<file path="src/canonical_kmer_bloom_filter_unit_assert.svh">
// Assertion macros for the canonical k-mer Bloom filter unit.
// Included by the RTL files that check their own logic; needs nothing else.
`ifndef CANONICAL_KMER_BLOOM_FILTER_UNIT_ASSERT_SVH
`define CANONICAL_KMER_BLOOM_FILTER_UNIT_ASSERT_SVH
`ifndef SYNTHESIS
`define CKBF_ASSERT_IMP(lbl, clk, rst, ante, cons) \
  lbl: assert property (@(posedge clk) disable iff (rst) (ante) |-> (cons)) \
    else $error("ckbf: same-cycle check failed");
`define CKBF_ASSERT_NXT(lbl, clk, rst, ante, cons) \
  lbl: assert property (@(posedge clk) disable iff (rst) (ante) |=> (cons)) \
    else $error("ckbf: next-cycle check failed");
`else
`define CKBF_ASSERT_IMP(lbl, clk, rst, ante, cons)
`define CKBF_ASSERT_NXT(lbl, clk, rst, ante, cons)
`endif
`endif

</file>
<file path="src/ckbf_pkg.sv">
// Shared constants, types and functions of the canonical k-mer Bloom filter unit.
// No dependencies; all files but the assertion header and ckbf_ram import this package.
`default_nettype none
package ckbf_pkg;

  localparam int MAX_KMER     = 64;
  localparam int MAX_HASHES   = 8;
  localparam int NUM_FILTERS  = 8;
  localparam int FILTER_WORDS = 16384;

  localparam int KLEN_W  = 7;
  localparam int HC_W    = 4;
  localparam int FS_W    = 21;
  localparam int PART_W  = 3;
  localparam int WIDX_W  = 14;
  localparam int KADDR_W = $clog2(MAX_KMER);
  localparam int FADDR_W = $clog2(NUM_FILTERS * FILTER_WORDS);
  localparam int KEY_W   = MAX_KMER * 8;
  localparam int BLK_W   = $clog2(MAX_KMER / 8) + 1;
  localparam int CMDQ_DEPTH = 4;
  localparam int CMDQ_PTR_W = $clog2(CMDQ_DEPTH);

  localparam logic [63:0] MIX_M = 64'hc6a4a7935bd1e995;
  localparam int MIX_R = 47;
  localparam logic [FS_W-1:0] MAX_BITS = FS_W'(FILTER_WORDS * 64);

  localparam int CFG_IDX_W  = 2;
  localparam int CFG_DATA_W = 21;
  localparam logic [CFG_IDX_W-1:0] REG_KMER_LEN    = 2'd0;
  localparam logic [CFG_IDX_W-1:0] REG_HASH_COUNT  = 2'd1;
  localparam logic [CFG_IDX_W-1:0] REG_FILTER_SIZE = 2'd2;

  localparam logic [1:0] OP_LOAD   = 2'd0;
  localparam logic [1:0] OP_QUERY  = 2'd1;
  localparam logic [1:0] OP_INSERT = 2'd2;

  localparam logic [7:0] ASC_A  = 8'h41;
  localparam logic [7:0] ASC_C  = 8'h43;
  localparam logic [7:0] ASC_G  = 8'h47;
  localparam logic [7:0] ASC_T  = 8'h54;
  localparam logic [7:0] ASC_N  = 8'h4e;
  localparam logic [7:0] ASC_LA = 8'h61;
  localparam logic [7:0] ASC_LC = 8'h63;
  localparam logic [7:0] ASC_LG = 8'h67;
  localparam logic [7:0] ASC_LT = 8'h74;

  typedef enum logic [1:0] {
    CMD_LOAD  = 2'd0,
    CMD_KMER  = 2'd1,
    CMD_SHORT = 2'd2
  } cmd_kind_t;

  typedef struct packed {
    cmd_kind_t          kind;
    logic               insert;
    logic [PART_W-1:0]  partition;
    logic [WIDX_W-1:0]  word_index;
    logic [63:0]        word_bits;
  } cmd_t;

  typedef struct packed {
    logic [KLEN_W-1:0] klen;
    logic [HC_W-1:0]   nh;
    logic [FS_W-1:0]   fs;
  } cfg_t;

  typedef struct packed {
    logic               we;
    logic [KADDR_W-1:0] addr;
    logic [7:0]         data;
  } kbuf_wr_t;

  function automatic logic [7:0] comp_base(input logic [7:0] x);
    logic [7:0] y;
    unique case (x) inside
      ASC_A, ASC_LA: y = ASC_T;
      ASC_C, ASC_LC: y = ASC_G;
      ASC_G, ASC_LG: y = ASC_C;
      ASC_T, ASC_LT: y = ASC_A;
      default:       y = ASC_N;
    endcase
    return y;
  endfunction

endpackage
`default_nettype wire

</file>
<file path="src/ckbf_fifo.sv">
// Short command queue between the front and back parts of the unit.
// Depends on ckbf_pkg and the assertion header.
`default_nettype none
`include "canonical_kmer_bloom_filter_unit_assert.svh"
module ckbf_fifo import ckbf_pkg::*; (
  input  wire logic clk,
  input  wire logic rst,
  input  wire logic push,
  input  cmd_t      push_data,
  output logic      full,
  input  wire logic pop,
  output cmd_t      pop_data,
  output logic      empty
);
  cmd_t                  mem [CMDQ_DEPTH];
  logic [CMDQ_PTR_W-1:0] wr_ptr;
  logic [CMDQ_PTR_W-1:0] rd_ptr;
  logic [CMDQ_PTR_W:0]   count;

  assign full     = (count == (CMDQ_PTR_W+1)'(CMDQ_DEPTH));
  assign empty    = (count == '0);
  assign pop_data = mem[rd_ptr];

  always_ff @(posedge clk) begin
    if (push) begin
      mem[wr_ptr] <= push_data;
    end
  end

  always_ff @(posedge clk) begin
    if (rst) begin
      wr_ptr <= '0;
      rd_ptr <= '0;
      count  <= '0;
    end else begin
      if (push) begin
        wr_ptr <= wr_ptr + 1'b1;
      end
      if (pop) begin
        rd_ptr <= rd_ptr + 1'b1;
      end
      if (push && !pop) begin
        count <= count + 1'b1;
      end else if (pop && !push) begin
        count <= count - 1'b1;
      end
    end
  end

  `CKBF_ASSERT_IMP(a_no_overflow, clk, rst, push, !full)
endmodule
`default_nettype wire

</file>
<file path="config.mk">
export PLATFORM = sky130hd
export DESIGN_NAME = ckbf_fifo
export DESIGN_NICKNAME = d
export VERILOG_FILES = /design/src/ckbf_pkg.sv /design/src/ckbf_fifo.sv
export VERILOG_INCLUDE_DIRS = /design/src /design/src/src
export SDC_FILE = /design/constraint.sdc
export NUM_CORES = 1
export LEC_CHECK = 0
export BUFFER_PORTS_ARGS = -buffer_cell sky130_fd_sc_hd__buf_4
export CORE_ASPECT_RATIO = 0.7
export CORE_MARGIN = 8
export CORE_UTILIZATION = 27
export CTS_CLUSTER_SIZE = 20
export DETAILED_ROUTE_END_ITERATION = 8
export HOLD_SLACK_MARGIN = 0.12
export SLEW_MARGIN = 20
export SYNTH_ARGS = -nofsm -noshare
export SYNTH_HDL_FRONTEND = slang
export SYNTH_SLANG_ARGS = --single-unit
</file>
<file path="constraint.sdc">
create_clock -name clk -period 4.6 [get_ports clk]
set_input_delay 0.69 -clock clk [delete_from_list [all_inputs] [get_ports clk]]
set_output_delay 0.69 -clock clk [all_outputs]
set_load 0.02 [all_outputs]
</file>
==> results.ini <==
[timing]
relSlewSlack_pct = 38.6
period_needed_ns = 2.98
max_freq_mhz = 335
slew_violations = 0
final-hold-violation-count = 0
setup_slack_ns = 1.62
clock_skew_ns = 0.0211
setup_viol = 0
period_share_pct = 64.9
final.setup.tns_ns = 0
worst_slew_pin_slew_ns = 0.921
rsz0062_at_grt = false

[final_layout]
post-route-cell-area_um2 = 15600
syn_to_final_growth_pct = 24.7
antenna_cells = 0
layout-drive-gt1-share_pct = 45.3
fillCellCount = 4309
stdcell_count = 1319
fin_nets = 777

[synth]
synth_top_cell_area_share_pct = 80.4
synth.net_count = 576
postSynthAreaPerCell_um2 = 26.0
yosys_warnings = 0
yosysUniqueCellTypes = 21
synth_seq_cells = 345
synth_top_area_cell = edfxtp_1
synthTopCellsByArea = edfxtp_1, mux4_2, dfxtp_1
syn_area_um2 = 12500
synth_cells = 482
synth_seq_area_share_pct = 81.9

[clock_network]
cts-hold-fix-buffers = 0
path_clk_slew_ns = 0.06
cts_htree_levels = 2
cts_buffers = 35
cts_tree = done
cts_buffer_depth = 3
post_cts_buffers = 0
cts-root-buf = clkbuf_16
post_cts_resized = 0
clk_latency_ns = 0.52
clock_sinks = 345

[die]
num_rows = 66
coreArea_um2 = 46200
initial_core_util_pct = 27.2
pin_count = 174
die_w_um = 274
die_area_um2 = 53700
die_h_um = 196

[worst_setup_path]
path_cells = buf_12 -> mux4_2 -> buf_4
path_max_fanout = 51
cp.required_ns = 3.91
r2r_setup_slack_ns = 2.48
r2r-end = mem[0][15]$_DFFE_PP_
worst_setup_path_start_kind = register
cpPeakStageDelay_ns = 0.74
arrival_ns = 2.29
critical_path.slowest_cell = dfxtp_4
crit_path_end_kind = output pin
reg2reg_from = wr_ptr[0]$_SDFFE_PP0P_
critical_path_class = register to output pin
rr_worst_depth = 4

[grt]
grt_pass1_vias = 6193
grt_pass1_wl_um = 37700
antenna_found_initial = 0
grt_max_degree = 57
grt_util_all_layers_pct = 9.06
overflow = 0

[power_and_ir_drop]
power.density_nw_per_um2 = 452
ir_drop_mv = 0.277
finalPower_w = 0.00707
cellLeakagePower_nw = 5.15

[route]
drc = 0
detail_route.vias_per_cell = 4.25
ant_nets = 0
vias = 5610
dr.pass1.iters = 4
wire_per_inst_um = 19.0
drt_iter0_drc = 442
wirelength_um = 25100

[hold_path]
hold_path_end = mem[3][49]$_DFFE_PP_
hp-class = input pin to register
hold_depth = 1
holdCritStartpoint = push_data[49]

[run_status]
status = finished clean

[placement]
port_buffers = 173
placed_area_um2 = 14600
dp_hpwl_um = 15700
dp.cells = 1258
place_congestion = 0.656
place_ws_ns = 2.10

[flow_run]
max_cap_viol_count = 0

-- cell type report --
type                            instances  area [um2]  area share (%)
Tap cell                              612         766            4.89
Multi-Input combinational cell        114        2130            13.6
Clock buffer                           42         923            5.90
Inverter                                4        15.0          0.0960
Timing Repair Buffer                  183        1420            9.10
Sequential cell                       345       10300            65.7
Clock inverter                         19         106           0.680
-- through the flow --
stage	utilization (%)	hold slack (ns)
detailed placement	31.7	0.502
global placement	31.7	0.481
global route	33.9	0.331
CTS	33.9	0.326
floorplan	-	0.466
finish	33.9	0.366
-- worst max path at each step --
stage	start	to	slack [ns]	cells past startpoint
after floorplan	push	mem[0][0]$_DFFE_PP_	1.51	1
after global placement	register	pop_data[42]	2.13	3
after detailed placement	register	pop_data[42]	2.10	3
after CTS	register	pop_data[42]	1.52	3
after global routing	register	pop_data[42]	1.51	3
final	register	pop_data[42]	1.62	3
-- kinds of logic (layout without fill, tap and decap cells) --
family | count (synthesis) | in the layout | share of synthesized area (%)
adder cells (fa/ha/maj) | 6 | 6 | 0.658
AND/OR/NAND/NOR | 15 | 15 | 0.588
AO/OA/AOI/OAI | 2 | 2 | 0.0797
XOR/XNOR | 5 | 5 | 0.349
flip-flops | 345 | 345 | 81.9
multiplexers | 86 | 86 | 15.2
buffers and inverters | 23 | 248 | 1.24
-- per-layer routing --
layer  wire length, um  GRT usage [%]
met2             11600           14.2
met5                 0              0
met1             11100           12.1
met4               490           2.29
met3              1870           2.99
-- sequential cells by signal (all words and copies together), names as in the netlist, named ones only --
register  cells
count         3
mem         336
rd_ptr        2
wr_ptr        2
-- power by group --
part           internal (W)  leakage [nW]  total, W  switching [W]
Sequential          0.00361          3.16   0.00366      0.0000532
Combinational      0.000387          1.49  0.000836       0.000449
Clock               0.00144         0.506   0.00257        0.00113
Total               0.00543          5.15   0.00707        0.00164
-- synthesized netlist by cell type --
cell / n
clkbuf_1: 3
o21ai_0: 1
dfxtp_1: 9
inv_1: 4
nor3b_1: 1
buf_4: 2
fa_1: 1
nor2_1: 7
nand2_1: 1
xor2_1: 3
and2_1: 4
mux4_2: 84
or3_1: 1
ha_1: 5
xnor2_1: 2
buf_6: 7
edfxtp_1: 336
a21oi_1: 1
buf_2: 7
mux2i_1: 2
nor3_1: 1
-- layout by cell type (no fill, tap or decap), drive strengths merged --
master and count:
xor2 3, mux2i 2, o21ai 1, nor3 1, clkinv 17, clkinvlp 1
nor3b 1, buf 183, inv 5, fa 1, clkbuf 42, nor2 7
nand2 1, ha 5, dfxtp 9, mux4 84, a21oi 1, xnor2 2
or3 1, edfxtp 336, and2 4
-- worst max-delay path, delay by kind of cell, from the launching register on --
| family | cells | cell delay (ns) |
|---|---|---|
| buffers and inverters | 2 | 0.57 |
| flip-flops | 1 | 0.74 |
| multiplexers | 1 | 0.42 |
No activity file was read; power rests on OpenSTA's default activity.
