--- src/canonical_kmer_bloom_filter_unit_assert.svh ---
// Assertion macros for the canonical k-mer Bloom filter unit.
// Included by the RTL files that check their own logic; needs nothing else.
`ifndef CANONICAL_KMER_BLOOM_FILTER_UNIT_ASSERT_SVH
`define CANONICAL_KMER_BLOOM_FILTER_UNIT_ASSERT_SVH
`ifndef SYNTHESIS
`define CKBF_ASSERT_IMP(lbl, clk, rst, ante, cons) \
  lbl: assert property (@(posedge clk) disable iff (rst) (ante) |-> (cons)) \
    else $error("ckbf: same-cycle check failed");
`define CKBF_ASSERT_NXT(lbl, clk, rst, ante, cons) \
  lbl: assert property (@(posedge clk) disable iff (rst) (ante) |=> (cons)) \
    else $error("ckbf: next-cycle check failed");
`else
`define CKBF_ASSERT_IMP(lbl, clk, rst, ante, cons)
`define CKBF_ASSERT_NXT(lbl, clk, rst, ante, cons)
`endif
`endif

--- src/ckbf_pkg.sv ---
// Shared constants, types and functions of the canonical k-mer Bloom filter unit.
// No dependencies; all files but the assertion header and ckbf_ram import this package.
`default_nettype none
package ckbf_pkg;

  localparam int MAX_KMER     = 64;
  localparam int MAX_HASHES   = 8;
  localparam int NUM_FILTERS  = 8;
  localparam int FILTER_WORDS = 16384;

  localparam int KLEN_W  = 7;
  localparam int HC_W    = 4;
  localparam int FS_W    = 21;
  localparam int PART_W  = 3;
  localparam int WIDX_W  = 14;
  localparam int KADDR_W = $clog2(MAX_KMER);
  localparam int FADDR_W = $clog2(NUM_FILTERS * FILTER_WORDS);
  localparam int KEY_W   = MAX_KMER * 8;
  localparam int BLK_W   = $clog2(MAX_KMER / 8) + 1;
  localparam int CMDQ_DEPTH = 4;
  localparam int CMDQ_PTR_W = $clog2(CMDQ_DEPTH);

  localparam logic [63:0] MIX_M = 64'hc6a4a7935bd1e995;
  localparam int MIX_R = 47;
  localparam logic [FS_W-1:0] MAX_BITS = FS_W'(FILTER_WORDS * 64);

  localparam int CFG_IDX_W  = 2;
  localparam int CFG_DATA_W = 21;
  localparam logic [CFG_IDX_W-1:0] REG_KMER_LEN    = 2'd0;
  localparam logic [CFG_IDX_W-1:0] REG_HASH_COUNT  = 2'd1;
  localparam logic [CFG_IDX_W-1:0] REG_FILTER_SIZE = 2'd2;

  localparam logic [1:0] OP_LOAD   = 2'd0;
  localparam logic [1:0] OP_QUERY  = 2'd1;
  localparam logic [1:0] OP_INSERT = 2'd2;

  localparam logic [7:0] ASC_A  = 8'h41;
  localparam logic [7:0] ASC_C  = 8'h43;
  localparam logic [7:0] ASC_G  = 8'h47;
  localparam logic [7:0] ASC_T  = 8'h54;
  localparam logic [7:0] ASC_N  = 8'h4e;
  localparam logic [7:0] ASC_LA = 8'h61;
  localparam logic [7:0] ASC_LC = 8'h63;
  localparam logic [7:0] ASC_LG = 8'h67;
  localparam logic [7:0] ASC_LT = 8'h74;

  typedef enum logic [1:0] {
    CMD_LOAD  = 2'd0,
    CMD_KMER  = 2'd1,
    CMD_SHORT = 2'd2
  } cmd_kind_t;

  typedef struct packed {
    cmd_kind_t          kind;
    logic               insert;
    logic [PART_W-1:0]  partition;
    logic [WIDX_W-1:0]  word_index;
    logic [63:0]        word_bits;
  } cmd_t;

  typedef struct packed {
    logic [KLEN_W-1:0] klen;
    logic [HC_W-1:0]   nh;
    logic [FS_W-1:0]   fs;
  } cfg_t;

  typedef struct packed {
    logic               we;
    logic [KADDR_W-1:0] addr;
    logic [7:0]         data;
  } kbuf_wr_t;

  function automatic logic [7:0] comp_base(input logic [7:0] x);
    logic [7:0] y;
    unique case (x) inside
      ASC_A, ASC_LA: y = ASC_T;
      ASC_C, ASC_LC: y = ASC_G;
      ASC_G, ASC_LG: y = ASC_C;
      ASC_T, ASC_LT: y = ASC_A;
      default:       y = ASC_N;
    endcase
    return y;
  endfunction

endpackage
`default_nettype wire

--- src/ckbf_channels.sv ---
// Channel interfaces of the canonical k-mer Bloom filter unit: items, results, config.
// Depends on ckbf_pkg for field widths.
`default_nettype none
interface ckbf_item_if import ckbf_pkg::*; ();
  logic              valid;
  logic              ready;
  logic [1:0]        op;
  logic [PART_W-1:0] partition;
  logic [7:0]        kmer_char;
  logic              kmer_last;
  logic [WIDX_W-1:0] word_index;
  logic [63:0]       word_bits;
  modport source (output valid, op, partition, kmer_char, kmer_last, word_index, word_bits,
                  input ready);
  modport sink (input valid, op, partition, kmer_char, kmer_last, word_index, word_bits,
                output ready);
endinterface

`default_nettype wire

--- src/ckbf_front.sv ---
// Front part: accepts items, gathers k-mer characters and queues commands.
// Depends on ckbf_pkg, the channel interfaces and the assertion header.
`default_nettype none
`include "canonical_kmer_bloom_filter_unit_assert.svh"
module ckbf_front import ckbf_pkg::*; (
  input  wire logic  clk,
  input  wire logic  rst,
  input  cfg_t       cfg,
  ckbf_item_if.sink  item,
  output kbuf_wr_t   kbuf_wr,
  output logic       cmd_push,
  output cmd_t       cmd_data,
  input  wire logic  cmd_full,
  input  wire logic  kmer_done
);
  logic [KLEN_W-1:0] char_count;
  logic              pending;
  logic              is_char;
  logic              accept;
  logic              take_char;
  logic [KLEN_W-1:0] cc_after;

  assign is_char   = (item.op == OP_QUERY) || (item.op == OP_INSERT);
  // The buffer belongs to the back part while a full k-mer waits there.
  assign item.ready = !cmd_full && !(pending && is_char);
  assign accept    = item.valid && item.ready;
  assign take_char = accept && is_char && (char_count < cfg.klen);
  assign cc_after  = char_count + KLEN_W'(take_char);

  assign kbuf_wr.we   = take_char;
  assign kbuf_wr.addr = char_count[KADDR_W-1:0];
  assign kbuf_wr.data = item.kmer_char;

  assign cmd_push = accept && ((item.op == OP_LOAD) || (is_char && item.kmer_last));

  always_comb begin
    cmd_data.insert     = (item.op == OP_INSERT);
    cmd_data.partition  = item.partition;
    cmd_data.word_index = item.word_index;
    cmd_data.word_bits  = item.word_bits;
    if (item.op == OP_LOAD) begin
      cmd_data.kind = CMD_LOAD;
    end else if (cc_after < cfg.klen) begin
      cmd_data.kind = CMD_SHORT;
    end else begin
      cmd_data.kind = CMD_KMER;
    end
  end

  always_ff @(posedge clk) begin
    if (rst) begin
      char_count <= '0;
      pending    <= 1'b0;
    end else begin
      if (accept && is_char) begin
        char_count <= item.kmer_last ? '0 : cc_after;
      end
      if (kmer_done) begin
        pending <= 1'b0;
      end else if (cmd_push && cmd_data.kind == CMD_KMER) begin
        pending <= 1'b1;
      end
    end
  end

  `CKBF_ASSERT_IMP(a_done_only_pending, clk, rst, kmer_done, pending)
endmodule
`default_nettype wire

--- src/flat_wrapper.sv ---
// flat-port wrapper written by rule: the top's interface ports become plain ports
module ckbf_front_flat import ckbf_pkg::*;
  (clk, rst, cfg, kbuf_wr, cmd_push, cmd_data, cmd_full, kmer_done, item_valid, item_op, item_partition, item_kmer_char, item_kmer_last, item_word_index, item_word_bits, item_ready);
  ckbf_item_if item_i ();
  input  wire logic clk;
  input  wire logic rst;
  input  cfg_t cfg;
  output kbuf_wr_t kbuf_wr;
  output logic cmd_push;
  output cmd_t cmd_data;
  input  wire logic cmd_full;
  input  wire logic kmer_done;
  input wire logic [$bits(item_i.valid)-1:0] item_valid;
  input wire logic [$bits(item_i.op)-1:0] item_op;
  input wire logic [$bits(item_i.partition)-1:0] item_partition;
  input wire logic [$bits(item_i.kmer_char)-1:0] item_kmer_char;
  input wire logic [$bits(item_i.kmer_last)-1:0] item_kmer_last;
  input wire logic [$bits(item_i.word_index)-1:0] item_word_index;
  input wire logic [$bits(item_i.word_bits)-1:0] item_word_bits;
  output wire logic [$bits(item_i.ready)-1:0] item_ready;
  assign item_i.valid = item_valid;
  assign item_i.op = item_op;
  assign item_i.partition = item_partition;
  assign item_i.kmer_char = item_kmer_char;
  assign item_i.kmer_last = item_kmer_last;
  assign item_i.word_index = item_word_index;
  assign item_i.word_bits = item_word_bits;
  assign item_ready = item_i.ready;
  ckbf_front u_core (.clk(clk), .rst(rst), .cfg(cfg), .item(item_i), .kbuf_wr(kbuf_wr), .cmd_push(cmd_push), .cmd_data(cmd_data), .cmd_full(cmd_full), .kmer_done(kmer_done));
endmodule
--- config.mk ---
export PLATFORM = sky130hd
export DESIGN_NAME = ckbf_front_flat
export DESIGN_NICKNAME = d
export VERILOG_FILES = /design/src/ckbf_pkg.sv /design/src/ckbf_channels.sv /design/src/ckbf_front.sv /design/src/flat_wrapper.sv
export VERILOG_INCLUDE_DIRS = /design/src /design/src/src
export SDC_FILE = /design/constraint.sdc
export NUM_CORES = 1
export LEC_CHECK = 0
export BUFFER_PORTS_ARGS = -buffer_cell sky130_fd_sc_hd__buf_4
export CORE_AREA = 3 3 89 91
export DETAILED_ROUTE_END_ITERATION = 8
export DIE_AREA = 0 0 92 94
export GPL_TIMING_DRIVEN = 0
export PLACE_DENSITY_LB_ADDON = 0.12
export SKIP_CTS_REPAIR_TIMING = 1
export SKIP_LAST_GASP = 1
export SYNTH_ARGS = -nofsm -noshare
export SYNTH_HDL_FRONTEND = slang
export SYNTH_SLANG_ARGS = --single-unit
--- constraint.sdc ---
create_clock -name clk -period 3.9 [get_ports clk]
set_input_delay 0 -clock clk [delete_from_list [all_inputs] [get_ports clk]]
set_output_delay 0 -clock clk [all_outputs]
set_load 0.05 [all_outputs]
==> impl_metrics.tcl <==
set metrics [dict create \
    die_y_um 94 \
    drc 0 \
    whs_ns 0.05663 \
    worstHoldPathType "input port to flop" \
    final_common_cell "buf_4" \
    use_met2_pct 15.75 \
    fin_area_sq_um 2539 \
    synth_cell_types 28 \
    setup-tns-final_ns 0 \
    finClkSkew_ns 0.002781 \
    cp_cell_sequence "ha_1, a21o_1, a211oi_1, o21a_1, ha_1, ha_2, nand3_1, nor2_1, xor2_1, ha_1, a21oi_1, o21ai_0, a21oi_2, buf_4, nor2_1, buf_4" \
    synth_area_leaders "buf_4 48%, ha_1 13%, dfxtp_1 11%" \
    clock_latency_ns 0.23 \
    initial_utilization_pct 20.86 \
    reg2reg_from "u_core.char_count[5]" \
    firstDrtPassIters 2 \
    gp_congestion 0.6795 \
    crit_path_top_delay_cell "dfxtp_2" \
    critPathRequiredTime_ns 3.90 \
    cp.arrival_ns 3.51 \
    use_met1_pct 8.727 \
    syn_inst 192 \
    drv_slew 0 \
    syn_area_per_cell_sq_um 7.840 \
    peakVddDrop_mv 0.08699 \
    reg2regPathDepth 16 \
    yosys_warnings 0 \
    wirelength_um 4107 \
    placed_cell_area_sq_um 2477 \
    startpoint_type "flop" \
    p_per_area_nw_per_um2 215.7 \
    cts_buffer_depth 2 \
    worstPathMaxFanout 5 \
    antenna_found_initial 0 \
    path_buf_inv 2 \
    p_leak_nw 1.432 \
    pin_count 230 \
    hold_end "u_core.pending" \
    io_buffers 113 \
    hp-start "kmer_done" \
    cts_tree "yes" \
    drtIter0Drc 12 \
    rsz0062_at_grt "false" \
    status "finished, final reports clean" \
    cts_made_buffers 3 \
    ys_seq_area_share_pct 10.64 \
    fillers 781 \
    drive_above_1_share_pct 71.20 \
    die_width_um 92 \
    crit_type "flop to primary output" \
    period_share_pct 89.99 \
    grtUsageTotal_pct 8.364 \
    crit_top_cell "ha_1" \
    layout_min_cycle_time_ns 3.510 \
    use_met3_pct 3.526 \
    synth_area_leader_cell "buf_4" \
    cts.htree.levels 1 \
    grt-ovfl-total 0 \
    grt_pass1_wl_um 6044 \
    final_cell_mix "211 x buf_4, 15 x ha_1, 10 x a21oi_1" \
    netlist_area_sq_um 1505 \
    synth_nets 337 \
    crit_path_end_kind "primary output" \
    core_sq_um 7214 \
    cts-root-buf "clkbuf_8" \
    finalSetupViolCount 0 \
    synth_top_area_share_pct 47.88 \
    max_freq_mhz 284.9 \
    reg2reg_setup_slack_ns 0.57 \
    fin_nets 456 \
    vias 1491 \
    grt_max_degree 11 \
    cp_top_family "compound AO/OA/AOI/OAI gates" \
    crit_path_max_incr_delay_ns 0.34 \
    vias_per_cell 3.654 \
    reg2reg_to "u_core.pending" \
    rows 31 \
    synth-seq-cells 8 \
    area_growth_pct 68.66 \
    postRouteAntennaNets 0 \
    diodes 0 \
    die_area_sq_um 8648 \
    worst_pin_slew_ns 0.3466 \
    final_hold_viol_count 0 \
    grt_pass1_vias 1448 \
    whs_path_depth 4 \
    grt.busiest_layer "met2" \
    clk_pin_slew_ns 0.04 \
    drv_cap 0 \
    dp_hpwl_um 3734 \
    slew_headroom_pct 76.89 \
    cts_sinks 8 \
    wire_per_inst_um 10.07 \
]
## worst reg2reg max path, delay by kind of cell, from the launching register on
kind	cells	cell delay, ns
DFF	1	0.34
adders and majority gates	4	1.02
buffers and inverters	2	0.22
and+or+nand+nor	2	0.32
AOI/OAI and AO/OA	7	1.12
xor gates and xnor gates	1	0.21
## kinds of logic after synthesis
logic type / synth area share [%]
xor+xnor: 2.910
flops: 10.64
fa+ha+maj: 13.30
simple gates: 11.30
buf+inv: 50.96
compound gates: 10.89
## power breakdown
| part | internal [W] | switching, W | total (W) |
|---|---|---|---|
| clock | 0.0000667 | 0.0000312 | 0.0000979 |
| combinational | 0.000138 | 0.000230 | 0.000367 |
| sequential | 0.0000822 | 0.000000103 | 0.0000823 |
## Yosys cell counts
library cell and n:
a32o_1 2, clkbuf_1 2, or4b_1 1, xor2_1 3
inv_1 9, ha_1 16, nand2_1 6, dfxtp_1 8
a21oi_1 11, buf_2 1, nand3_1 2, or4_1 2
nor2_1 8, nand2b_1 1, nand4bb_4 1, nor2b_1 2
a31oi_1 2, a211oi_1 2, nor3_1 1, o2111ai_1 1
and3b_1 1, xnor2_1 2, nor3b_1 2, o21ai_0 6
a21o_1 2, o21a_1 1, buf_4 96, nand3b_1 1
## through the flow
stage,util (%),total power (W),worst slack [ns],instances
after CTS,34.91,0.0005571,0.05451,407
after global routing,35.19,0.0005737,0.01510,408
after global placement,34.34,0.0004531,0.2744,404
after floorplan,-,0.0003627,0.4992,192
after detailed placement,34.34,0.0004539,0.2888,404
final,35.19,0.0005477,0.3904,408
## registers in the layout (all words and copies together), names as in the netlist
register / flops
u_core.char_count: 7
u_core.pending: 1
## worst max-delay path by stage
stage	startpoint	endpoint	depth (start not counted)
global placement	item_op[0]	cmd_data[83]	18
finish	u_core.char_count[5]	cmd_data[82]	16
global route	u_core.char_count[5]	cmd_data[83]	15
CTS	u_core.char_count[5]	cmd_data[83]	15
floorplan	u_core.char_count[5]	cmd_data[83]	14
detailed placement	item_op[0]	cmd_data[83]	18
## metal layers
layer  share of wire [%]  up-vias  routed length [um]
li1                    -      772                   -
met1                  32      614                1317
met2                  53      103                2192
met3                  14        2                 579
met4                0.44        0                  18
met5                   0        -                   0
## final cells by class
class	instances	area (sq um)	area share (%)
Buffer	98	729.5	28.73
Clock buffer	3	41.29	1.626
Inverter	9	33.78	1.331
Multi-Input combinational cell	76	584.3	23.02
Sequential cell	8	162.7	6.407
Tap cell	99	123.9	4.879
Timing Repair Buffer	115	863.3	34.01
(Power assumes the default switching activity.)
