File: src/canonical_kmer_bloom_filter_unit_assert.svh
// Assertion macros for the canonical k-mer Bloom filter unit.
// Included by the RTL files that check their own logic; needs nothing else.
`ifndef CANONICAL_KMER_BLOOM_FILTER_UNIT_ASSERT_SVH
`define CANONICAL_KMER_BLOOM_FILTER_UNIT_ASSERT_SVH
`ifndef SYNTHESIS
`define CKBF_ASSERT_IMP(lbl, clk, rst, ante, cons) \
  lbl: assert property (@(posedge clk) disable iff (rst) (ante) |-> (cons)) \
    else $error("ckbf: same-cycle check failed");
`define CKBF_ASSERT_NXT(lbl, clk, rst, ante, cons) \
  lbl: assert property (@(posedge clk) disable iff (rst) (ante) |=> (cons)) \
    else $error("ckbf: next-cycle check failed");
`else
`define CKBF_ASSERT_IMP(lbl, clk, rst, ante, cons)
`define CKBF_ASSERT_NXT(lbl, clk, rst, ante, cons)
`endif
`endif

File: src/ckbf_ram.sv
// Generic single-write, single-read RAM with a registered read port.
// No dependencies.
`default_nettype none
module ckbf_ram #(
  parameter int WIDTH = 8,
  parameter int DEPTH = 64
) (
  input  wire logic                     clk,
  input  wire logic                     we,
  input  wire logic [$clog2(DEPTH)-1:0] waddr,
  input  wire logic [WIDTH-1:0]         wdata,
  input  wire logic [$clog2(DEPTH)-1:0] raddr,
  output logic      [WIDTH-1:0]         rdata
);
  logic [WIDTH-1:0] mem [DEPTH];

  always_ff @(posedge clk) begin
    if (we) begin
      mem[waddr] <= wdata;
    end
    rdata <= mem[raddr];
  end
endmodule
`default_nettype wire

File: config.mk
export PLATFORM = sky130hd
export DESIGN_NAME = ckbf_ram
export DESIGN_NICKNAME = d
export VERILOG_FILES = /design/src/canonical_kmer_bloom_filter_unit_assert.svh /design/src/ckbf_ram.sv
export SDC_FILE = /design/constraint.sdc
export NUM_CORES = 1
export LEC_CHECK = 0
export ABC_AREA = 1
export BUFFER_PORTS_ARGS = -buffer_cell sky130_fd_sc_hd__buf_4
export CAP_MARGIN = 10
export CORE_MARGIN = 2
export CORE_UTILIZATION = 58
export CTS_BUF_LIST = sky130_fd_sc_hd__clkbuf_8
export DETAILED_ROUTE_END_ITERATION = 8
export GPL_TIMING_DRIVEN = 1
export PLACE_DENSITY = 0.7
export SYNTH_ARGS = -nofsm -noshare
export SYNTH_HDL_FRONTEND = slang
export SYNTH_SLANG_ARGS = --single-unit
File: constraint.sdc
create_clock -name clk -period 4.8 [get_ports clk]
set_input_delay 0.24 -clock clk [delete_from_list [all_inputs] [get_ports clk]]
set_output_delay 0.24 -clock clk [all_outputs]
set_load 0.02 [all_outputs]
==> summary.txt, run 1 <==
Floorplanning
  – Ports: 30
  – Die area: between 30,000 and 40,000 um2
  – Placeable Area: ~36,000 um2
  – Initial Util: around three fifths
  – Die Width: 196 um
  – Chip Height: 196 um
  – Cell row count: 70

CTS
  – H-tree depth: 3
  – Clock sinks: 520
  – CTS buffer count: between 80 and 90
  – Root Buffer: clkbuf_8
  – Clock slew at reported path FFs: roughly 0.06 ns
  – CTS tree: done
  – Postcts setup bufs: 0
  – Clock Latency Late Sink: ~0.63 ns
  – Clock tree buffer depth: 3

Pwr
  – Combinational Power Share: between 6 and 7%
  – Static Leakage: approximately 8.3 nW
  – Clk pwr share: 37.9%
  – Net Sw Frac: about a quarter
  – Power, Total: 9.05 mW
  – Pwr Density: roughly 400 nW/um2
  – Reg power frac: a little under three fifths
  – Internal: 6.92 mW
  – P_sw: between 2 and 2.5 mW
  – Worst vdd ir: about 0.00024 V

Yosys
  – Mean post-synth cell area: between 10 and 15 um2
  – Netlist cell types: 16
  – Commonest cells post-synth: nand2_1, edfxtp_1, nand3_1
  – Register bit total from synthesis: between 500 and 600
  – Cells after synthesis: between 1,500 and 2,000
  – Post-synth top area share: between 70 and 80%
  – Asr flop ratio synth: 0%
  – EDFF count, synth: ~510
  – Sequential fraction of the synthesis area: approximately 73%
  – Synth Warn #: 0
  – Cell area after synthesis: about 21,000 um2
  – Synth top area cells: edfxtp_1, nand2_1, nand3_1, buf_6, nor2_1
  – Most frequent cell after synthesis: nand2_1
  – Post-synth top area cell: edfxtp_1
  – Syn nets: approximately 1,800
  – Synth Flop Type: edfxtp_1

Global routing
  – Vias in the first global route: ~14,000
  – Largest net degree at the start of global routing: roughly 120
  – Global Route Usage Sum: between 20% and 30%
  – Overflow left after global routing: 0
  – Initial antenna violation count: 0
  – First-pass GRT wire length: 80,100 um

Drt
  – Starting DRT DRC Count: 1,782
  – Initial DRT Pass Iterations: 5
  – DRC viols: 0
  – Wire per inst: 22.1 um
  – WL final: approximately 52,000 um
  – Post-DRT Antenna Nets: 0
  – DR vias: about 14,000
  – Vias per cell: approximately 6

STA
  – Crit path time final: between 2 and 2.5 ns
  – Max Freq: ~450 MHz
  – Setup tns final: 0 ns
  – Final worst setup slack: about 2.6 ns
  – Final Hold Viols: 0
  – Final Setup Violations: 0
  – Slew HR: roughly a quarter
  – Slew Viols, Final: 0
  – Actual slew at the worst max-slew pin: between 1 and 1.5 ns
  – Clock Skews: about 0.021 ns
  – Worst hold margin: a little over 0.07 ns
  – RSZ-0062 raised after global routing: no
  – Final Cycle Share: approximately 47%

Min path
  – HP Class: in2reg

Final layout
  – Syn-to-layout area delta: 7.73%
  – Final net count: 1,844
  – Reg area: 15,500 um2
  – ANT cells: 0
  – Fin area: about 23,000 um2
  – Share of cells above drive strength 1: 7.59%
  – Multi-input gate area: just under 5000 um2
  – Fill cells: 2,812

Setup path
  – Critical Path RT: around 5.4 ns
  – CP Capture Type: register
  – Worst Path Arrival: between 2 and 3 ns
  – Critical path class: in2reg
  – Worst setup SP type: input pin
  – Critical Path Fanout Max: approximately 120

Placement
  – Placed Area: 21,500 um2
  – DP Worst Slack: approximately 2 ns
  – Post-DP HPWL: 28,600 um
  – Placer Congestion: between 0.8 and 0.9
  – PortBufs: 29

Job
  – Max Cap Violations: 0

Status
  – Status: finished clean
[kinds of logic after synthesis]
| family | share of synthesized area, % |
|---|---|
| simple gates | 23.2 |
| flops | 72.8 |
| buf+inv | 4.02 |
[routing by layer]
metal	track usage, %	up-vias	share of wire, %
met3	5.45	151	9.0
met4	11.9	0	3.6
met2	43.7	728	47
li1	-	6391	-
met5	0	-	0
met1	38.8	6817	40
[power by group through the flow]
| stage | Sequential (mW) | Clock, mW | Combinational, mW |
|---|---|---|---|
| 5_1_grt | 5.04 | 3.65 | 0.634 |
| 3_5_place_dp | 5.14 | 0 | 0.574 |
| 2_1_floorplan | 5.14 | 0 | 0.353 |
| 6_report | 5.04 | 3.43 | 0.581 |
| 4_1_cts | 5.04 | 3.48 | 0.576 |
| 3_3_place_gp | 5.14 | 0 | 0.565 |
[path summary, 6_finish.rpt]
| path | startpoint | to | slack, ns | cells past startpoint |
|---|---|---|---|---|
| setup / recovery | raddr[0] | rdata[4] | 2.56 | 11 |
| hold reg to reg | mem[12][2] | rdata[2] | 0.82 | 8 |
| hold / removal | raddr[4] | rdata[1] | 0.07 | 4 |
| setup reg to reg | mem[26][3] | rdata[3] | 3.38 | 8 |
[registers in the layout, summed over array words and instances (netlist names)]
name   flops
mem      512
rdata      8
[layout by cell type (no fill, tap or decap)]
cell type	synthesis	final
nand2_1	648	648
edfxtp_1	512	512
nand3_1	439	439
clkbuf_8	0	87
nor2_1	56	56
buf_4	14	42
inv_1	10	38
clkinv_1	0	22
nand4_1	9	9
nor4_1	8	8
dfxtp_1	8	8
clkinv_2	0	4
buf_12	0	3
bufinv_16	0	2
clkinvlp_4	0	2
inv_6	1	1
inv_4	0	1
inv_2	1	1
dlygate4sd3_1	0	1
[area by class of cell]
cell class / count / area share (%)
clock inverter: 59 / 1.25
inverter: 12 / 0.229
clock buffer: 86 / 5.15
multi-input combinational: 1160 / 21.5
timing repair buffer: 47 / 1.74
tap: 468 / 2.55
sequential: 520 / 67.6
[critical path: stages]
cell and delay, ns:
clkbuf_8 0.35, inv_6 0.78, buf_12 0.35, nand2_1 0.09, nand3_1 0.10, nand3_1 0.13, nand2_1 0.15, nand2_1 0.16
nand3_1 0.18, nand3_1 0.09, nand2_1 0.09
[stage by stage]
step / cells / util, %
after floorplan: 1805 / -
after global placement: 2206 / 59.0
after detailed placement: 2206 / 59.0
after CTS: 2352 / 63.1
after global routing: 2352 / 63.1
final: 2352 / 63.1
[timing repair]
action | 4_1_cts | 5_1_grt
resized for setup | 0 | 0
hold buffers | 1 | 0
hold endpoints to repair | 7 | 0
(Power assumes the default switching activity.)
==> run 2: changes to the inputs <==
Settings changed: ABC_AREA 1 to 0.
Clock period 4.8 ns to 2.1 ns, I/O delays scaled along.
==> run 2 against run 1 <==
Die area is 5.4% lower; sequential power grew 130%; non-clock buffer count grew 88; worst hold slack lost 0.039 ns; cell area barely moved; global-route usage decreased by 3.0 points; clock skew up 0.0037 ns; cell count fell by 31%; synthesized cell count is 48% lower; wire length decreased by 17%; clock power rose by 120%.
==> summary.txt, run 2 <==
Pwr
  – Combinational Power Share: 5.6% (-0.8 points)
  – Worst vdd ir: 0.000508 V (+110%)
  – Reg power frac: 57.3% (+1.6 points)
  – Static Leakage: 7.51 nW (-10%)
  – Power, Total: 20.1 mW (+120%)
  – Pwr Density: 875 nW/um2 (+120%)
  – Net Sw Frac: 21.7% (-1.8 points)
  – Internal: 15.7 mW (+130%)
  – Clk pwr share: 37.0% (-0.9 points)
  – P_sw: 4.37 mW (+110%)

Yosys
  – Register bit total from synthesis: 520 (unchanged)
  – Post-synth top area cell: edfxtp_1
  – Most frequent cell after synthesis: edfxtp_1
  – Sequential fraction of the synthesis area: 77.0% (+4.2 points)
  – Syn nets: 962 (-47%)
  – Synth Warn #: 0 (unchanged)
  – Synth top area cells: edfxtp_1, mux4_2, nor2_1, mux2i_1, dfxtp_1
  – Post-synth top area share: 76.2% (+4.2 points)
  – Synth Flop Type: edfxtp_1
  – Commonest cells post-synth: edfxtp_1, mux4_2, nor2_1
  – EDFF count, synth: 512 (unchanged)
  – Asr flop ratio synth: 0% (unchanged)
  – Cell area after synthesis: 20,200 um2 (-5.5%)
  – Cells after synthesis: 940 (-48%)
  – Netlist cell types: 40 (+24)
  – Mean post-synth cell area: 21.5 um2 (+81%)

CTS
  – Clock sinks: 520 (unchanged)
  – CTS buffer count: 81 (unchanged)
  – CTS tree: done
  – Root Buffer: clkbuf_8
  – Clock tree buffer depth: 3 (unchanged)
  – Clock slew at reported path FFs: 0.06 ns (about the same)
  – H-tree depth: 3 (unchanged)
  – Clock Latency Late Sink: 0.63 ns (about the same)

Status
  – Status: finished clean

Final layout
  – Fin area: 23,000 um2 (about the same)
  – Final core utilization: 66.8% (+3.7 points)
  – Share of cells above drive strength 1: 31.6% (+24 points)
  – ANT cells: 0 (unchanged)
  – Final net count: 1,129 (-39%)
  – Register name with the most flops: mem
  – Commonest non-fill, non-tap cell in the layout: edfxtp_1
  – Largest regs: mem: 512 flops, rdata: 8 flops
  – Syn-to-layout area delta: 13.9%
  – Max reg flops: 512 (unchanged)
  – Commonest non-fill, non-tap cells in the layout: edfxtp_1, mux4_2, buf_4

Setup path
  – Worst Path Arrival: 2.48 ns (-0.33 ns)
  – WP buf/inv: 1 (-2)
  – Reg-to-reg endpoint: rdata[4]
  – Critical Path Fanout Max: 1 (-99%)
  – CP Capture Type: register
  – R2r setup slk: 0.11 ns (-3.27 ns)
  – CP max stage delay: 0.49 ns (-0.29 ns)
  – Critical Path RT: 2.59 ns (-2.79 ns)
  – Critical-path cell list: mux4_2 > mux2_2 > o221a_2 > nor3_2 > buf_4 > o32ai_1
  – FF-to-FF path depth: 6 (-2)
  – Critical path class: reg2reg
  – Worst setup SP type: register
  – R2R Path Start: mem[21][4]
  – Critical-path top delay cell: mux4_2
  – Critical path's top delay family: multiplexers

Drt
  – Post-DRT Antenna Nets: 0 (unchanged)
  – Initial DRT Pass Iterations: 5 (unchanged)
  – Wire per inst: 26.6 um (+20%)
  – DRC viols: 0 (unchanged)
  – Starting DRT DRC Count: 1,067 (-40%)
  – DR vias: 9,978 (-29%)
  – Vias per cell: 6.16 (+2.9%)
  – WL final: 43,000 um (-17%)

Min path
  – HP Class: in2reg
  – Min-delay src: wdata[0]
  – WHS Path Cells: 1 (-3)
  – Hold worst-path end: mem[43][0]

Global routing
  – Vias in the first global route: 10,300 (-24%)
  – Largest net degree at the start of global routing: 65 (-45%)
  – First-pass GRT wire length: 65,000 um (-19%)
  – Initial antenna violation count: 0 (unchanged)
  – Global Route Usage Sum: 24.9% (-3.0 points)
  – Overflow left after global routing: 0 (unchanged)

Floorplanning
  – Die area: 36,300 um2 (-5.4%)
  – Initial Util: 58.7% (+0.10 points)
  – Ports: 30 (unchanged)
  – Chip Height: 190 um (-2.7%)
  – Placeable Area: 34,400 um2 (-5.7%)
  – Cell row count: 68 (-2.9%)
  – Die Width: 190 um (-2.7%)

STA
  – Slew Viols, Final: 0 (unchanged)
  – Crit path time final: between 1.5 and 2 ns
  – Final Cycle Share: between 90% and 100%
  – RSZ-0062 raised after global routing: no
  – Final Setup Violations: 0 (unchanged)
  – Clock Skews: 0.0250 ns (+0.00367 ns)
  – Max Freq: 503 MHz
  – Slew HR: 51.9% (+28 points)
  – Actual slew at the worst max-slew pin: 0.722 ns (-0.421 ns)
  – Final Hold Viols: 0 (unchanged)

Placement
  – Placed Area: 21,500 um2 (+0.13%)
  – PortBufs: 29 (unchanged)
  – Post-DP HPWL: 26,100 um (-8.8%)
  – Placer Congestion: 0.789 (-9.8%)

Job
  – Max Cap Violations: 0 (unchanged)
## run 2: cell types whose count changed in the layout (fill, tap and decap cells not counted), sizes merged, moves of 13 or more
cell	before	now
nor2	56	83
nor2b	0	14
buf	45	132
mux2	0	13
nand2	648	19
nand3	439	13
mux4	0	126
inv	41	27
mux2i	0	23
## run 2: cells by family (layout without fill, tap and decap cells)
logic type             Yosys count  after routing  synth area share [%]
and+or+nand+nor                153            153                  3.39
DFF                            520            520                  77.0
AOI/OAI and AO/OA               54             54                  2.07
buffers and inverters           51            275                  1.57
muxes                          162            162                  15.9
## run 2: how the worst max path moves through the flow
stage,start,to,slack [ns],cells after the start
5_1_grt,mem[29][6],rdata[6],0.03,6
3_5_place_dp,raddr[1],rdata[4],-0.11,8
4_1_cts,mem[21][4],rdata[4],0.04,6
3_3_place_gp,raddr[1],rdata[4],-0.07,8
6_report,mem[21][4],rdata[4],0.11,6
2_1_floorplan,raddr[1],rdata[3],0.33,7
## run 2: power by group through the flow
stage                     combinational (mW)  clock [mW]  sequential [mW]
after detailed placement                1.13           0             11.7
after global routing                    1.21        8.04             11.5
after floorplan                        0.612           0             11.7
final                                   1.13        7.44             11.5
after CTS                               1.14        7.62             11.5
after global placement                  1.11           0             11.7
## run 2: what timing repair did
item | 4_1_cts | 5_1_grt
setup buffers | 0 | 0
setup endpoints to repair | 0 | 1
resized for setup | 0 | 1
hold buffers | 2 | 0
hold endpoints to repair | 8 | 0
## run 2: layout make-up
| type | instances | area (um2) |
|---|---|---|
| Sequential cell | 520 | 15500 |
| Tap cell | 455 | 569 |
| Clock buffer | 87 | 1200 |
| Fill cell | 2282 | 11400 |
| Timing Repair Buffer | 135 | 1140 |
| Multi-Input combinational cell | 369 | 4320 |
| Clock inverter | 53 | 209 |
## run 2: stage by stage
stage,setup WS [ns],cells,setup TNS (ns),hold slack (ns)
final,0.112,1619,0,0.0338
after global routing,0.0266,1619,0,0.0561
after CTS,0.0447,1619,0,0.0157
after detailed placement,-0.108,1477,-0.139,0.481
after global placement,-0.0722,1477,-0.0944,0.475
after floorplan,0.327,940,0,0.204
## run 2: per-layer routing
| layer | global-route usage (%) | vias to the layer above | wire [um] |
|---|---|---|---|
| met5 | 0 | - | 0 |
| met4 | 7.63 | 0 | 851 |
| met3 | 5.58 | 52 | 3410 |
| met2 | 39.1 | 426 | 21000 |
| met1 | 35.8 | 5234 | 17800 |
| li1 | - | 4266 | - |
==> run 3: changes to the inputs <==
Settings changed: CORE_MARGIN 2 to 10, PLACE_DENSITY 0.7 to 0.74, RECOVER_POWER from default to 50.
==> run 3 against run 2 <==
Cell count up 1.4%; highest routed layer unchanged; clock power is 0.7% lower; critical path depth shrank 2; setup slack worse by 0.073 ns; sequential power about the same; sequential cell count unchanged.
==> summary.txt, run 3 (synthesis gave the netlist of run 2 again) <==
Status
  – Status: finished clean

Final layout
  – Register name with the most flops: mem
  – ANT cells: 0 (unchanged)
  – Final net count: 1,146 (+1.5%)
  – Max reg flops: 512 (unchanged)
  – Largest regs: mem: 512 flops, rdata: 8 flops
  – Commonest non-fill, non-tap cell in the layout: edfxtp_1
  – Non-filler cells, final: 1,641 (+1.4%)
  – Commonest non-fill, non-tap cells in the layout: edfxtp_1, buf_4, mux4_2
  – Fin area: 23,100 um2 (+0.38%)
  – Share of cells above drive strength 1: 32.7% (+1.1 points)
  – Syn-to-layout area delta: 14.3%
  – Final core utilization: 66.9% (+0.089 points)

Pwr
  – Internal: 15.6 mW (-0.99%)
  – Reg power frac: 57.5% (+0.2 points)
  – Net Sw Frac: 22.4% (+0.64 points)
  – Pwr Density: 871 nW/um2 (-0.55%)
  – Static Leakage: 7.56 nW (+0.70%)
  – Clk pwr share: 36.8% (-0.2 points)
  – P_sw: 4.49 mW (+2.8%)
  – Power, Total: 20.1 mW (-0.17%)
  – Worst vdd ir: 0.000621 V (+22%)
  – Combinational Power Share: 5.7% (about the same)

Drt
  – Max Used Layer: met4
  – Post-DRT Antenna Nets: 0 (unchanged)
  – Vias per cell: 6.26 (+1.5%)
  – Met2 wire len: 21,300 um (+1.7%)
  – Starting DRT DRC Count: 995 (-6.7%)
  – DRC viols: 0 (unchanged)
  – DR vias: 10,300 (+2.9%)
  – Met1 WL: 17,800 um (+0.20%)
  – Metal3 WL: 4110 um (+21%)
  – Initial DRT Pass Iterations: 5 (unchanged)
  – Wire per inst: 27.2 um (+2.4%)
  – WL final: 44,600 um (+3.8%)

Setup path
  – R2r setup slk: 0.04 ns (-0.07 ns)
  – Worst Path Arrival: 2.53 ns (+0.05 ns)
  – Critical Path Fanout Max: 1 (unchanged)
  – FF-to-FF path depth: 4 (-2)
  – Worst setup SP type: register
  – Critical Path RT: 2.57 ns (-0.02 ns)
  – R2R Path Start: mem[46][2]
  – Critical path class: reg2reg
  – CP Capture Type: register
  – Reg-to-reg endpoint: rdata[2]
  – Crit path launch: mem[46][2]

STA
  – Final Cycle Share: 98.1% (+3.5 points)
  – Final Setup Violations: 0 (unchanged)
  – Max Freq: 485 MHz (-3.5%)
  – Final worst setup slack: 0.0394 ns (-0.0730 ns)
  – Setup tns final: 0 ns (unchanged)
  – RSZ-0062 raised after global routing: no
  – Clock Skews: 0.0271 ns (+0.00208 ns)
  – Worst hold margin: 0.0661 ns (+0.0323 ns)
  – Final Hold Viols: 0 (unchanged)
  – Slew HR: 7.99% (-44 points)
  – Slew Viols, Final: 0 (unchanged)
  – Actual slew at the worst max-slew pin: 1.38 ns (+0.658 ns)
  – Crit path time final: 2.06 ns (+0.0730 ns)

Placement
  – Placer Congestion: 0.878 (+11%)
  – DP Worst Slack: -0.399 ns (-0.292 ns)
  – Placed Cells: 1,494 (+1.2%)
  – Placed Area: 21,700 um2 (+0.59%)
  – PortBufs: 29 (unchanged)
  – Post-DP HPWL: 27,600 um (+5.6%)

Min path
  – HP Class: in2reg
  – Hold worst-path end: mem[48][0]
  – WHS Path Cells: 3 (+2)
  – Min-delay src: waddr[2]

CTS
  – Clock Latency Late Sink: 0.62 ns (about the same)
  – Root Buffer: clkbuf_8
  – Postcts setup bufs: 0 (unchanged)
  – Clock slew at reported path FFs: 0.06 ns (about the same)
  – H-tree depth: 3 (unchanged)
  – Clock sinks: 520 (unchanged)
  – CTS buffer count: 81 (unchanged)
  – CTS tree: done
  – Clock tree buffer depth: 3 (unchanged)

Floorplanning
  – Chip Height: 206 um (+8.4%)
  – Cell row count: 68 (unchanged)
  – Initial Util: 58.5% (-0.14 points)
  – Placeable Area: 34,500 um2 (+0.25%)
  – Die Width: 206 um (+8.4%)
  – Ports: 30 (unchanged)
  – Die area: 42,600 um2 (+18%)

Global routing
  – Overflow left after global routing: 0 (unchanged)
  – Largest net degree at the start of global routing: 65 (unchanged)
  – Initial antenna violation count: 0 (unchanged)
  – Global Route Usage Sum: 21.7% (-3.2 points)
  – First-pass GRT wire length: 67,300 um (+3.7%)
  – Vias in the first global route: 10,600 (+2.9%)

Job
  – Max Cap Violations: 0 (unchanged)
[run 3: changes by cell type in the layout (fill, tap and decap cells not counted), sizes merged]
cell	previous run	this run
inv	27	28
clkbuf	88	93
clkinvlp	1	5
buf	132	138
clkinv	25	31
[run 3: power by group through the flow]
| stage | logic [mW] | registers, mW | clock network, mW |
|---|---|---|---|
| after floorplan | 0.612 | 11.7 | 0 |
| after global routing | 1.21 | 11.5 | 8.06 |
| after CTS | 1.15 | 11.5 | 7.55 |
| final | 1.14 | 11.5 | 7.39 |
| after detailed placement | 1.14 | 11.8 | 0 |
| after global placement | 1.12 | 11.7 | 0 |
[run 3: what timing repair did]
action,4_1_cts,5_1_grt
hold endpoints to repair,8,0
gates resized for setup,1,0
hold buffers,2,0
endpoints found under the setup margin,1,0
[run 3: worst max-delay path, cell delays in order, from the launching register on]
cell and delay (ns):
edfxtp_1 0.36, mux4_2 0.50, mux2_2 0.32, a221oi_1 0.62
o2bb2ai_1 0.14
[run 3: how the worst max path moves through the flow]
stage / endpoint / cells past startpoint / slack, ns
after floorplan: rdata[3] / 7 / 0.33
after global placement: rdata[6] / 7 / -0.37
after detailed placement: rdata[6] / 7 / -0.40
after CTS: rdata[2] / 4 / 0.02
after global routing: rdata[2] / 4 / 0.003
final: rdata[2] / 4 / 0.04
[run 3: final cells by class]
| type | instances | area (um2) |
|---|---|---|
| timing repair buffer | 152 | 1230 |
| tap | 455 | 569 |
| clock inverter | 64 | 283 |
| fill | 2187 | 11400 |
| multi-input combinational | 369 | 4320 |
| clock buffer | 81 | 1110 |
| sequential | 520 | 15500 |
[run 3: layer usage]
layer,vias up,global-route usage [%]
li1,4321,-
met1,5332,29.5
met2,524,33.4
met3,93,5.91
met4,0,8.24
met5,-,0
